File: config.mk
export PLATFORM = sky130hd
export DESIGN_NAME = sma_ctrl
export DESIGN_NICKNAME = d
export VERILOG_FILES = /design/src/rtl/sma_pkg.sv /design/src/rtl/sma_ctrl.sv
export SDC_FILE = /design/constraint.sdc
export NUM_CORES = 1
export LEC_CHECK = 0
export BUFFER_PORTS_ARGS = -buffer_cell sky130_fd_sc_hd__buf_2
export CORE_UTILIZATION = 30
export CTS_CLUSTER_SIZE = 14
export DETAILED_ROUTE_END_ITERATION = 16
export HOLD_SLACK_MARGIN = 0.1
export PLACE_DENSITY_LB_ADDON = 0.12
export SYNTH_ARGS = -nofsm -noshare
export SYNTH_HDL_FRONTEND = slang
export SYNTH_SLANG_ARGS = --single-unit
File: constraint.sdc
create_clock -name clk -period 1.29 [get_ports clk]
set_input_delay 0.387 -clock clk [delete_from_list [all_inputs] [get_ports clk]]
set_output_delay 0.387 -clock clk [all_outputs]
set_load 0.01 [all_outputs]
File: src/rtl/sma_pkg.sv
// ----------------------------------------------------------------------------
// sma_pkg
// Types, constants and opcode tables shared by the stack machine modules.
// ----------------------------------------------------------------------------
package sma_pkg;

    localparam int STACK_DEPTH = 256;
    localparam int MEM_WORDS   = 256;
    localparam int DW          = 64;
    localparam int SP_W        = $clog2(STACK_DEPTH);
    localparam int CNT_W       = $clog2(STACK_DEPTH + 1);
    localparam int MA_W        = $clog2(MEM_WORDS);
    localparam int DEPTH_W     = 9;

    // opcodes
    localparam logic [4:0] OP_LIT   = 5'd0;
    localparam logic [4:0] OP_ADD   = 5'd1;
    localparam logic [4:0] OP_SUB   = 5'd2;
    localparam logic [4:0] OP_MUL   = 5'd3;
    localparam logic [4:0] OP_DIV   = 5'd4;
    localparam logic [4:0] OP_MOD   = 5'd5;
    localparam logic [4:0] OP_DUP   = 5'd6;
    localparam logic [4:0] OP_DROP  = 5'd7;
    localparam logic [4:0] OP_SWAP  = 5'd8;
    localparam logic [4:0] OP_OVER  = 5'd9;
    localparam logic [4:0] OP_ROT   = 5'd10;
    localparam logic [4:0] OP_NIP   = 5'd11;
    localparam logic [4:0] OP_TUCK  = 5'd12;
    localparam logic [4:0] OP_EQ    = 5'd13;
    localparam logic [4:0] OP_LT    = 5'd14;
    localparam logic [4:0] OP_GT    = 5'd15;
    localparam logic [4:0] OP_LE    = 5'd16;
    localparam logic [4:0] OP_GE    = 5'd17;
    localparam logic [4:0] OP_NE    = 5'd18;
    localparam logic [4:0] OP_AND   = 5'd19;
    localparam logic [4:0] OP_OR    = 5'd20;
    localparam logic [4:0] OP_NOT   = 5'd21;
    localparam logic [4:0] OP_STORE = 5'd22;
    localparam logic [4:0] OP_FETCH = 5'd23;
    localparam logic [4:0] OP_PRINT = 5'd24;

    // status codes
    localparam logic [2:0] ST_OK    = 3'd0;
    localparam logic [2:0] ST_UNDER = 3'd1;
    localparam logic [2:0] ST_OVER  = 3'd2;
    localparam logic [2:0] ST_DIV0  = 3'd3;
    localparam logic [2:0] ST_ADDR  = 3'd4;

    typedef struct packed {
        logic [4:0]        req_type;
        logic signed [63:0] literal_value;
    } in_item_t;

    typedef struct packed {
        logic [2:0]         status;
        logic               printed_valid;
        logic signed [63:0] printed_value;
        logic [8:0]         depth;
        logic signed [63:0] top_value;
    } out_item_t;

    // controller to datapath
    typedef struct packed {
        logic       latch_in;
        logic [1:0] rd_k;      // read stack entry count - rd_k
        logic       cap_t0;
        logic       cap_t1;
        logic       cap_t2;
        logic       eval;
        logic       md_start;
        logic       exec;
        logic       wr_push;
        logic       cap_top;
        logic       load_out;
    } cmd_t;

    // datapath to controller
    typedef struct packed {
        logic err;
        logic is_md;
        logic md_done;
        logic push_more;
        logic out_free;
    } stat_t;

    function automatic logic [1:0] pop_cnt(input logic [4:0] op);
        logic [1:0] n;
        case (op)
            OP_LIT:                             n = 2'd0;
            OP_DUP, OP_DROP, OP_NOT,
            OP_FETCH, OP_PRINT:                 n = 2'd1;
            OP_ROT:                             n = 2'd3;
            default:                            n = (op > OP_PRINT) ? 2'd0 : 2'd2;
        endcase
        return n;
    endfunction

    function automatic logic [1:0] push_cnt(input logic [4:0] op);
        logic [1:0] m;
        case (op)
            OP_DROP, OP_STORE, OP_PRINT:        m = 2'd0;
            OP_DUP, OP_SWAP:                    m = 2'd2;
            OP_OVER, OP_ROT, OP_TUCK:           m = 2'd3;
            default:                            m = (op > OP_PRINT) ? 2'd0 : 2'd1;
        endcase
        return m;
    endfunction

    function automatic logic [63:0] flag(input logic c);
        return c ? {64{1'b1}} : 64'd0;
    endfunction

endpackage

File: src/rtl/sma_ctrl.sv
// ----------------------------------------------------------------------------
// sma_ctrl
// Sequencer: operand reads, checks, execution, pushes, top read and result.
// ----------------------------------------------------------------------------
module sma_ctrl (
    input  logic           clk,
    input  logic           rst_n,
    input  logic           in_valid,
    output logic           in_ready,
    output sma_pkg::cmd_t  cmd,
    input  sma_pkg::stat_t stat
);

    localparam logic [3:0] S_IDLE = 4'd0;
    localparam logic [3:0] S_RD0  = 4'd1;
    localparam logic [3:0] S_RD1  = 4'd2;
    localparam logic [3:0] S_RD2  = 4'd3;
    localparam logic [3:0] S_CHK  = 4'd4;
    localparam logic [3:0] S_MDW  = 4'd5;
    localparam logic [3:0] S_EXEC = 4'd6;
    localparam logic [3:0] S_WR   = 4'd7;
    localparam logic [3:0] S_TOP  = 4'd8;
    localparam logic [3:0] S_TOPD = 4'd9;
    localparam logic [3:0] S_FIN  = 4'd10;

    logic [3:0] state_reg, state_next;

    always_comb
    begin
        state_next = state_reg;
        cmd        = '0;
        cmd.rd_k   = 2'd1;
        in_ready   = 1'b0;
        case (state_reg)
            S_IDLE:
            begin
                in_ready = 1'b1;
                if (in_valid)
                begin
                    cmd.latch_in = 1'b1;
                    state_next   = S_RD0;
                end
            end
            S_RD0:  state_next = S_RD1;
            S_RD1:
            begin
                // take t0, read the entry below it
                cmd.cap_t0 = 1'b1;
                cmd.rd_k   = 2'd2;
                state_next = S_RD2;
            end
            S_RD2:
            begin
                // take t1, read t2
                cmd.cap_t1 = 1'b1;
                cmd.rd_k   = 2'd3;
                state_next = S_CHK;
            end
            S_CHK:
            begin
                cmd.cap_t2 = 1'b1;
                cmd.eval   = 1'b1;
                if (stat.err)
                begin
                    state_next = S_TOP;
                end
                else if (stat.is_md)
                begin
                    cmd.md_start = 1'b1;
                    state_next   = S_MDW;
                end
                else
                begin
                    state_next = S_EXEC;
                end
            end
            S_MDW:
            begin
                if (stat.md_done)
                begin
                    state_next = S_EXEC;
                end
            end
            S_EXEC:
            begin
                cmd.exec   = 1'b1;
                state_next = S_WR;
            end
            S_WR:
            begin
                if (stat.push_more)
                begin
                    cmd.wr_push = 1'b1;
                end
                else
                begin
                    state_next = S_TOP;
                end
            end
            S_TOP:  state_next = S_TOPD;
            S_TOPD:
            begin
                cmd.cap_top = 1'b1;
                state_next  = S_FIN;
            end
            S_FIN:
            begin
                if (stat.out_free)
                begin
                    cmd.load_out = 1'b1;
                    state_next   = S_IDLE;
                end
            end
            default: state_next = S_IDLE;
        endcase
    end

    always_ff @(posedge clk or negedge rst_n)
    begin
        if (!rst_n)
        begin
            state_reg <= S_IDLE;
        end
        else
        begin
            state_reg <= state_next;
        end
    end

endmodule

==> results of run 1 <==
## worst reg2reg max path, cell delays in order, from the launching register on
cell       delay, ps
dfrtp_2          490
buf_6            160
or4_4            410
o211ai_2         190
o2bb2ai_1        110
## timing repair
action                                 4_1_cts  5_1_grt
hold buffers                                 1        0
setup endpoints to repair                   17       17
gates resized for setup                     15       19
pin swaps                                    8       12
endpoints found under the hold margin        4        0
buffers inserted                             2        3
## Yosys cell counts
| library cell | n | area share, % |
|---|---|---|
| or3_1 | 1 | 1.4 |
| dfrtp_1 | 4 | 22 |
| nor3_1 | 2 | 2.2 |
| o41ai_1 | 1 | 2.0 |
| buf_6 | 1 | 2.5 |
| or2_2 | 1 | 1.4 |
| nand2_1 | 5 | 4.2 |
| inv_2 | 2 | 1.7 |
| and3_1 | 2 | 2.8 |
| o211ai_1 | 1 | 1.7 |
| a21oi_1 | 1 | 1.1 |
| buf_4 | 1 | 1.7 |
| and4bb_1 | 1 | 2.8 |
| nand2b_1 | 3 | 4.2 |
| nor2b_1 | 2 | 2.8 |
| nor2_1 | 6 | 5.0 |
| or4bb_1 | 1 | 2.5 |
| o21ai_1 | 1 | 1.1 |
| buf_2 | 5 | 5.6 |
| o211ai_2 | 1 | 2.8 |
| nor3b_1 | 1 | 1.7 |
| and2_1 | 3 | 4.2 |
| o21bai_1 | 1 | 1.7 |
| or4_4 | 1 | 2.5 |
| o21a_1 | 1 | 1.7 |
| nand3_1 | 1 | 1.1 |
| a222oi_1 | 1 | 2.2 |
| o2bb2ai_1 | 2 | 3.9 |
| nor4b_1 | 2 | 3.9 |
| a311oi_1 | 2 | 3.9 |
| nor4_1 | 1 | 1.4 |
## layout make-up
class                   count  area (µm²)
clock buffers               3        22.5
fillers                   108         410
multi-input cells          45         419
inverters                   2        10.0
well taps                  15        18.8
repair buffers             46         364
flip-flops and latches      4         105
## per-layer routing
metal | wire [µm] | global-route usage (%)
met4 | 0 | 5.00
met3 | 54 | 4.89
met5 | 0 | 0
met1 | 677 | 23.6
met2 | 845 | 30.2
## power by group through the flow
stage	Combinational [W]	Sequential, W	Clock, W
detailed placement	0.00117	0.000280	0
CTS	0.00134	0.000301	0.000155
finish	0.00162	0.000323	0.000152
floorplan	0.000852	0.000224	0
global route	0.00175	0.000332	0.000163
global placement	0.00117	0.000281	0
## final timing paths
check                        startpoint            to  slack [ps]  cells past startpoint
min in group asynchronous         rst_n  state_reg[3]         500                      2
setup / recovery           state_reg[0]        cmd[8]        -410                      4
setup reg to reg           state_reg[3]  state_reg[1]        -190                      4
hold / removal                  stat[0]  state_reg[3]         490                      3
hold reg to reg            state_reg[0]  state_reg[0]         720                      2
max in group asynchronous         rst_n  state_reg[0]         660                      2
## cell families (layout without fill, tap and decap cells)
logic type | after synthesis | after routing | share of synthesized area [%]
DFF | 4 | 4 | 22.3
and+or+nand+nor | 33 | 33 | 44.1
buffers and inverters | 9 | 51 | 11.5
AOI/OAI and AO/OA | 12 | 12 | 22.1
## through the flow
| stage | utilization, % | TNS (ps) | total power [W] | setup slack (ps) | instance area, µm² |
|---|---|---|---|---|---|
| 6_report | 69.6 | -4740 | 0.00209 | -405 | 940 |
| 5_1_grt | 69.6 | -5600 | 0.00224 | -459 | 940 |
| 4_1_cts | 61.9 | -4830 | 0.00180 | -411 | 836 |
| 3_5_place_dp | 53.8 | -1900 | 0.00145 | -186 | 726 |
| 3_3_place_gp | 53.8 | -1840 | 0.00145 | -179 | 726 |
| 2_1_floorplan | - | -579 | 0.00108 | -181 | 528 |
==> out/qor.txt, run 1 <==
Hold WS: 491 ps
Failing checks: negative setup slack
Initial antenna violation count: 0
Post-route non-filler standard cell count: 115
Die height: 40.6 µm
CP max stage delay: 430 ps
RSZ-0062 raised after global routing: true
P_sw: 0.000868 W
Mapped cell area: 448 µm²
Worst Path Required: 900 ps
Initial DRT Pass Iterations: 5
Vias per std cell: 5.22
Worst setup SP type: flop
Dpl hpwl: 971 µm
1st-iter DRT viols: 33
Ant. Diodes: 0
GRT Total Usage: 18.4%
Longest Clk Path Bufs: 2
CP cell instances: nand2b_4 -> or3_4 -> inv_2 -> buf_6
Die area: 1650 µm²
Residual DRC: 0
Max-slew violations: 0
Max Freq: 590 MHz
Slowest cell on crit path: dfrtp_2
CTS buffer count: 3
Yosys reg bits: 4
Drt total wl: 1580 µm
Pin count of the biggest net entering global routing: 12
Syn_area_per_cell: 7.72 µm²
Lkg Pwr: 0.442 nW
Worst-margin pin slew: 320 ps
Vias in the first global route: 483
Synthesized Nets: 66
Worst Hold Class: primary input to flop
Critical Path AT: 1310 ps
Number of port buffers: 20
Top delay family on crit path: simple AND/OR/NAND/NOR gates
Sink Count: 4
Hold Violations, Final: 0
Commonest non-fill, non-tap cell in the layout: buf_2
Clk network pwr share: 7.2%
Final net count: 110
Share of layout cells above drive strength 1: 75.0%
Final Setup Violations: 17
GRT overflow: 0
Clock slew at reported path FFs: 40 ps
Sw frac: 41.5%
Skew-Pair Late Insertion Delay: 230 ps
Syn Inst Count: 58
Worst clock skew: 2.48 ps
Crit Path Max Fanout: 4
First-pass GRT wire length: 1970 µm
Commonest non-fill, non-tap cells in the layout: 16 x buf_2, 15 x buf_6, 14 x buf_4
Slew margin rel.: 78.6%
Peak supply drop: 1020 µV
Post-synthesis sequential area ratio: 22.3%
Int Pwr: 0.00123 W
Status: finished with violations
Placed cell count: 106
GPL Wtd Cong: 0.811
Max cap viols: 0
Total number of vias: 600
P per Cell Area: 2230 nW/µm²
Logic pwr share: 77.3%
Initial core utilization: 33.2%
Core ar.: 1350 µm²
Synthesis-to-finish area growth: 110%
Htree depth: 1
I/O pin count: 21
Final setup margin: -405 ps
WL per Instance: 13.7 µm
Final worst-path cycle share: 131%
Antenna Violating Nets Remaining: 0
Flop pwr share: 15.4%
Largest register FFs: 4
CTS tree: yes
Row Count: 13
Worst path buffer plus inverter count: 2
Synth warnings: 0
Crit path time final: 1700 ps
WS Path Type: flop to output port
Crit end category: output port
Cell variety after synth: 31
Die width: 40.6 µm
Clock root buffer: clkbuf_4
Note: power is estimated with default switching activity, not from simulation.
==> inputs of run 2 (changes only) <==
PLACE_DENSITY_LB_ADDON = 0.05   (was 0.12)
==> run 2 against run 1 <==
  * The flow still finishes with violations (negative setup slack)
  * Count of clock-buffer cells in the layout stayed put
  * Worst hold slack got worse by 13 ps
  * Clock skew rose by 2.9 ps
  * Core utilization decreased by 1.8 points
  * Combinational power shrank 4%
  * Sequential power shrank 6%
  * Critical path depth stayed put
  * Critical path type unchanged
  * Largest cell class unchanged
  * Largest power group unchanged
==> out/qor.txt, run 2 (synthesis gave the netlist of run 1 again) <==
Area occupied by multi-input gates: 394 µm²
Placed cell count: 107
Clock slew at reported path FFs: 40 ps
RSZ-0062 raised after global routing: true
Htree depth: 1
GPL Wtd Cong: 0.850
Fillers: 107
Initial antenna violation count: 0
Skew-Pair Late Insertion Delay: 240 ps
Worst clock skew: 5.34 ps
Status: finished with violations
GRT overflow: 0
Worst setup SP type: flop
Share of layout cells above drive strength 1: 71.6%
Clock root buffer: clkbuf_4
Max cap viols: 0
Sink Count: 4
Largest register FFs: 4
Peak supply drop: 1040 µV
Design area: 916 µm²
CTS buffer count: 3
First-pass GRT wire length: 2150 µm
Core ar.: 1350 µm²
Initial DRT Pass Iterations: 4
Total number of vias: 607
Antenna Violating Nets Remaining: 0
Final Setup Violations: 16
Die height: 40.6 µm
Hold WS: 478 ps
Critical Path AT: 1350 ps
Crit path time final: 1740 ps
Worst Path Required: 900 ps
Final setup margin: -447 ps
Slew margin rel.: 77.9%
Reg area: 104 µm²
I/O pin count: 21
WS Path Type: flop to output port
WL per Instance: 12.9 µm
Drt total wl: 1510 µm
Crit end category: output port
Pin count of the biggest net entering global routing: 14
1st-iter DRT viols: 4
Initial core utilization: 33.2%
Residual DRC: 0
Die width: 40.6 µm
Final worst-path cycle share: 135%
CTS tree: yes
Worst Hold Class: primary input to asynchronous set/reset pin
Worst-margin pin slew: 327 ps
Synthesis-to-finish area growth: 104%
Die area: 1650 µm²
R2r setup slk: -160 ps
GRT Total Usage: 19.5%
Dpl hpwl: 970 µm
Lkg Pwr: 0.450 nW
Ant. Diodes: 0
Commonest non-fill, non-tap cells in the layout: 17 x buf_2, 17 x buf_4, 13 x buf_6
Hold Violations, Final: 0
Placed Area: 733 µm²
Max-slew violations: 0
P per Cell Area: 2200 nW/µm²
Vias per std cell: 5.19
Crit Path Max Fanout: 4
Post-route non-filler standard cell count: 117
Vias in the first global route: 526
Final net count: 112
Row Count: 13
Failing checks: negative setup slack
Number of port buffers: 20
Longest Clk Path Bufs: 2
Max Freq: 576 MHz
-- run 2: cell count changes in the layout (fill, tap and decap cells not counted), sizes merged --
| cell | delta |
|---|---|
| buf | +2 |
-- run 2: final timing paths --
path | startpoint | endpoint | cells past startpoint
max | state_reg[2] | cmd[8] | 4
max reg2reg | state_reg[2] | state_reg[1] | 4
max in group asynchronous | rst_n | state_reg[1] | 2
min in group clk | stat[0] | state_reg[3] | 3
min | rst_n | state_reg[3] | 2
min reg2reg | state_reg[0] | state_reg[0] | 2
-- run 2: cell type report --
cell class              count  share of cell area [%]
multi-input cells          45                    43.0
repair buffers             48                    40.3
flip-flops and latches      4                    11.3
clock buffers               3                    2.46
well taps                  15                    2.05
inverters                   2                   0.820
-- run 2: stage by stage --
stage	setup TNS, ps	setup slack (ps)	total power, W	util (%)
6_report	-4960	-447	0.00202	67.8
5_1_grt	-5870	-495	0.00217	67.8
4_1_cts	-5060	-430	0.00183	62.4
3_5_place_dp	-2230	-189	0.00148	54.3
3_3_place_gp	-2140	-181	0.00148	54.3
2_1_floorplan	-579	-181	0.00108	-
-- run 2: what timing repair did --
item,4_1_cts,5_1_grt
endpoints found under the setup margin,17,16
cloned,0,0
gates resized for setup,13,14
endpoints found under the hold margin,4,0
hold buffers,1,0
pin swaps,7,7
setup buffers,4,3
-- run 2: where the power goes --
group / internal (W) / leakage, nW / switching [W] / total [W]
clock network: 0.000105 / 0.0138 / 0.0000602 / 0.000165
registers: 0.000189 / 0.0468 / 0.000115 / 0.000304
logic: 0.000886 / 0.389 / 0.000662 / 0.00155
-- run 2: worst max-delay path: stages (launching register included) --
cell	delay, ps
dfrtp_2	440
buf_6	130
or3_4	390
inv_2	60
buf_6	90
-- run 2: routing by layer --
metal	vias to the layer above	wire length, µm	track usage [%]
li1	299	-	-
met1	284	690	24.6
met2	22	757	32.5
met3	2	50	3.26
met4	0	13	8.33
met5	-	0	0
==> inputs of run 3 (changes only) <==
BUFFER_PORTS_ARGS = -buffer_cell sky130_fd_sc_hd__buf_4   (was -buffer_cell sky130_fd_sc_hd__buf_2)
==> run 3 against run 2 <==
  * The run still ends with negative setup slack left
  * Power increased by 1.8%
  * Final area increased by 5.2%
  * Maximum frequency increased by 2.2%
  * Global-route usage increased by 3.5 points
  * Sequential cell count unchanged
  * Largest cell class unchanged
  * Combinational power increased by 3%
  * First-iteration DRC count increased to 3.5 times the previous value
  * Sequential power decreased by 3%
  * Register-to-register slack got worse by 50 ps
  * Sequential share of layout area decreased by 0.43 points
  * Die area unchanged
==> out/qor.txt, run 3 (synthesis gave the netlist of run 1 again) <==
Met3 usage: 8.15%
Longest Clk Path Bufs: 2
Hold Violations, Final: 0
Crit Reg-Reg Startpoint: state_reg[3]
RSZ-0062 raised after global routing: true
Max Freq: 588 MHz
Commonest non-fill, non-tap cell in the layout: buf_4
Final TNS setup: -5250 ps
Skew-Pair Late Insertion Delay: 240 ps
WL per Instance: 13.0 µm
Initial core utilization: 33.2%
Worst Hold Class: primary input to flop
Worst slack at placement: -197 ps
Area occupied by multi-input gates: 428 µm²
Core ar.: 1350 µm²
GRT overflow: 0
Max-slew violations: 0
Max cap viols: 0
Peak supply drop: 1120 µV
1st-iter DRT viols: 14
Vias in the first global route: 511
Worst-margin pin slew: 272 ps
Residual DRC: 0
Drt total wl: 1500 µm
Largest register FFs: 4
Crit Path Max Fanout: 5
Number of port buffers: 20
Clock root buffer: clkbuf_4
Pin count of the biggest net entering global routing: 13
Final Setup Violations: 17
Clock slew at reported path FFs: 40 ps
Die width: 40.6 µm
Die area: 1650 µm²
Share of layout cells above drive strength 1: 73.0%
Crit path time final: 1700 ps
GRT Total Usage: 23.1%
Lkg Pwr: 0.450 nW
Failing checks: negative setup slack
Commonest non-fill, non-tap cells in the layout: 35 x buf_4, 9 x buf_6, 5 x nor2_1
Final net count: 110
Worst clock skew: 0.634 ps
Initial antenna violation count: 0
Fillers: 114
Row Count: 13
Die height: 40.6 µm
Hold WS: 468 ps
Dpl hpwl: 1000 µm
Final setup margin: -409 ps
Ant. Diodes: 0
Final worst-path cycle share: 132%
Post-route non-filler standard cell count: 115
Critical Path AT: 1310 ps
P per Cell Area: 2130 nW/µm²
Hold_sp: stat[0]
Busiest grt layer: met2
Worst Path Required: 900 ps
M2 GR Usage: 32.9%
Status: finished with violations
GPL Wtd Cong: 0.758
Crit end category: output port
CP Launch Point: state_reg[0]
Reg area: 105 µm²
First-pass GRT wire length: 2340 µm
Worst setup SP type: flop
Sink Count: 4
Met1 Resource Use GR: 28.9%
WS Path Type: flop to output port
Total number of vias: 602
Vias per std cell: 5.23
Antenna Violating Nets Remaining: 0
Initial DRT Pass Iterations: 4
CTS buffer count: 3
Placed cell count: 105
CTS tree: yes
Htree depth: 1
I/O pin count: 21
Slew margin rel.: 81.9%
Synthesis-to-finish area growth: 115%
run 3: cell count changes in the layout (fill, tap and decap cells not counted), sizes merged:
cell / change
buf: -2
run 3: routing by layer:
| layer | up-vias | share of wire [%] |
|---|---|---|
| met5 | - | 0 |
| met3 | 5 | 4.9 |
| li1 | 298 | - |
| met4 | 0 | 2.5 |
| met1 | 281 | 44 |
| met2 | 18 | 48 |
run 3: path summary, 6_finish.rpt:
check,slack [ps],cells past startpoint,endpoint
worst max register to register,-210,5,state_reg[0]
worst min-delay path,470,3,state_reg[3]
max in group asynchronous,700,2,state_reg[1]
min in group asynchronous,480,2,state_reg[0]
worst max-delay path,-410,3,cmd[9]
worst min register to register,770,2,state_reg[0]
run 3: cell type report:
type | instances | share of cell area, %
clock buffers | 3 | 2.34
inverters | 2 | 1.04
multi-input cells | 45 | 44.4
flip-flops and latches | 4 | 10.9
well taps | 15 | 1.95
repair buffers | 46 | 39.4
run 3: critical path: stages, from the launching register on:
cell	delay, ps
dfrtp_2	440
nand2b_4	150
or3_4	330
buf_4	150
run 3: repair_timing:
action                                  in CTS  in global routing
hold buffers                                 1                  0
endpoints found under the setup margin      17                 17
hold endpoints to repair                     4                  0
pin swaps                                    6                  1
setup buffers                                5                  1
gates resized for setup                     24                  6
cloned                                       0                  0
run 3: metrics by stage:
stage / power, W / utilization (%) / area, µm²
after floorplan: 0.00108 / - / 528
after global placement: 0.00149 / 56.9 / 768
after detailed placement: 0.00150 / 56.9 / 768
after CTS: 0.00197 / 68.0 / 918
after global routing: 0.00220 / 71.4 / 963
final: 0.00205 / 71.4 / 963
run 3: report_power, final:
| part | total [W] | internal, W | switching, W |
|---|---|---|---|
| clock | 0.000162 | 0.000104 | 0.0000573 |
| sequential | 0.000295 | 0.000192 | 0.000103 |
| combinational | 0.00160 | 0.000905 | 0.000691 |
| total | 0.00205 | 0.00120 | 0.000852 |
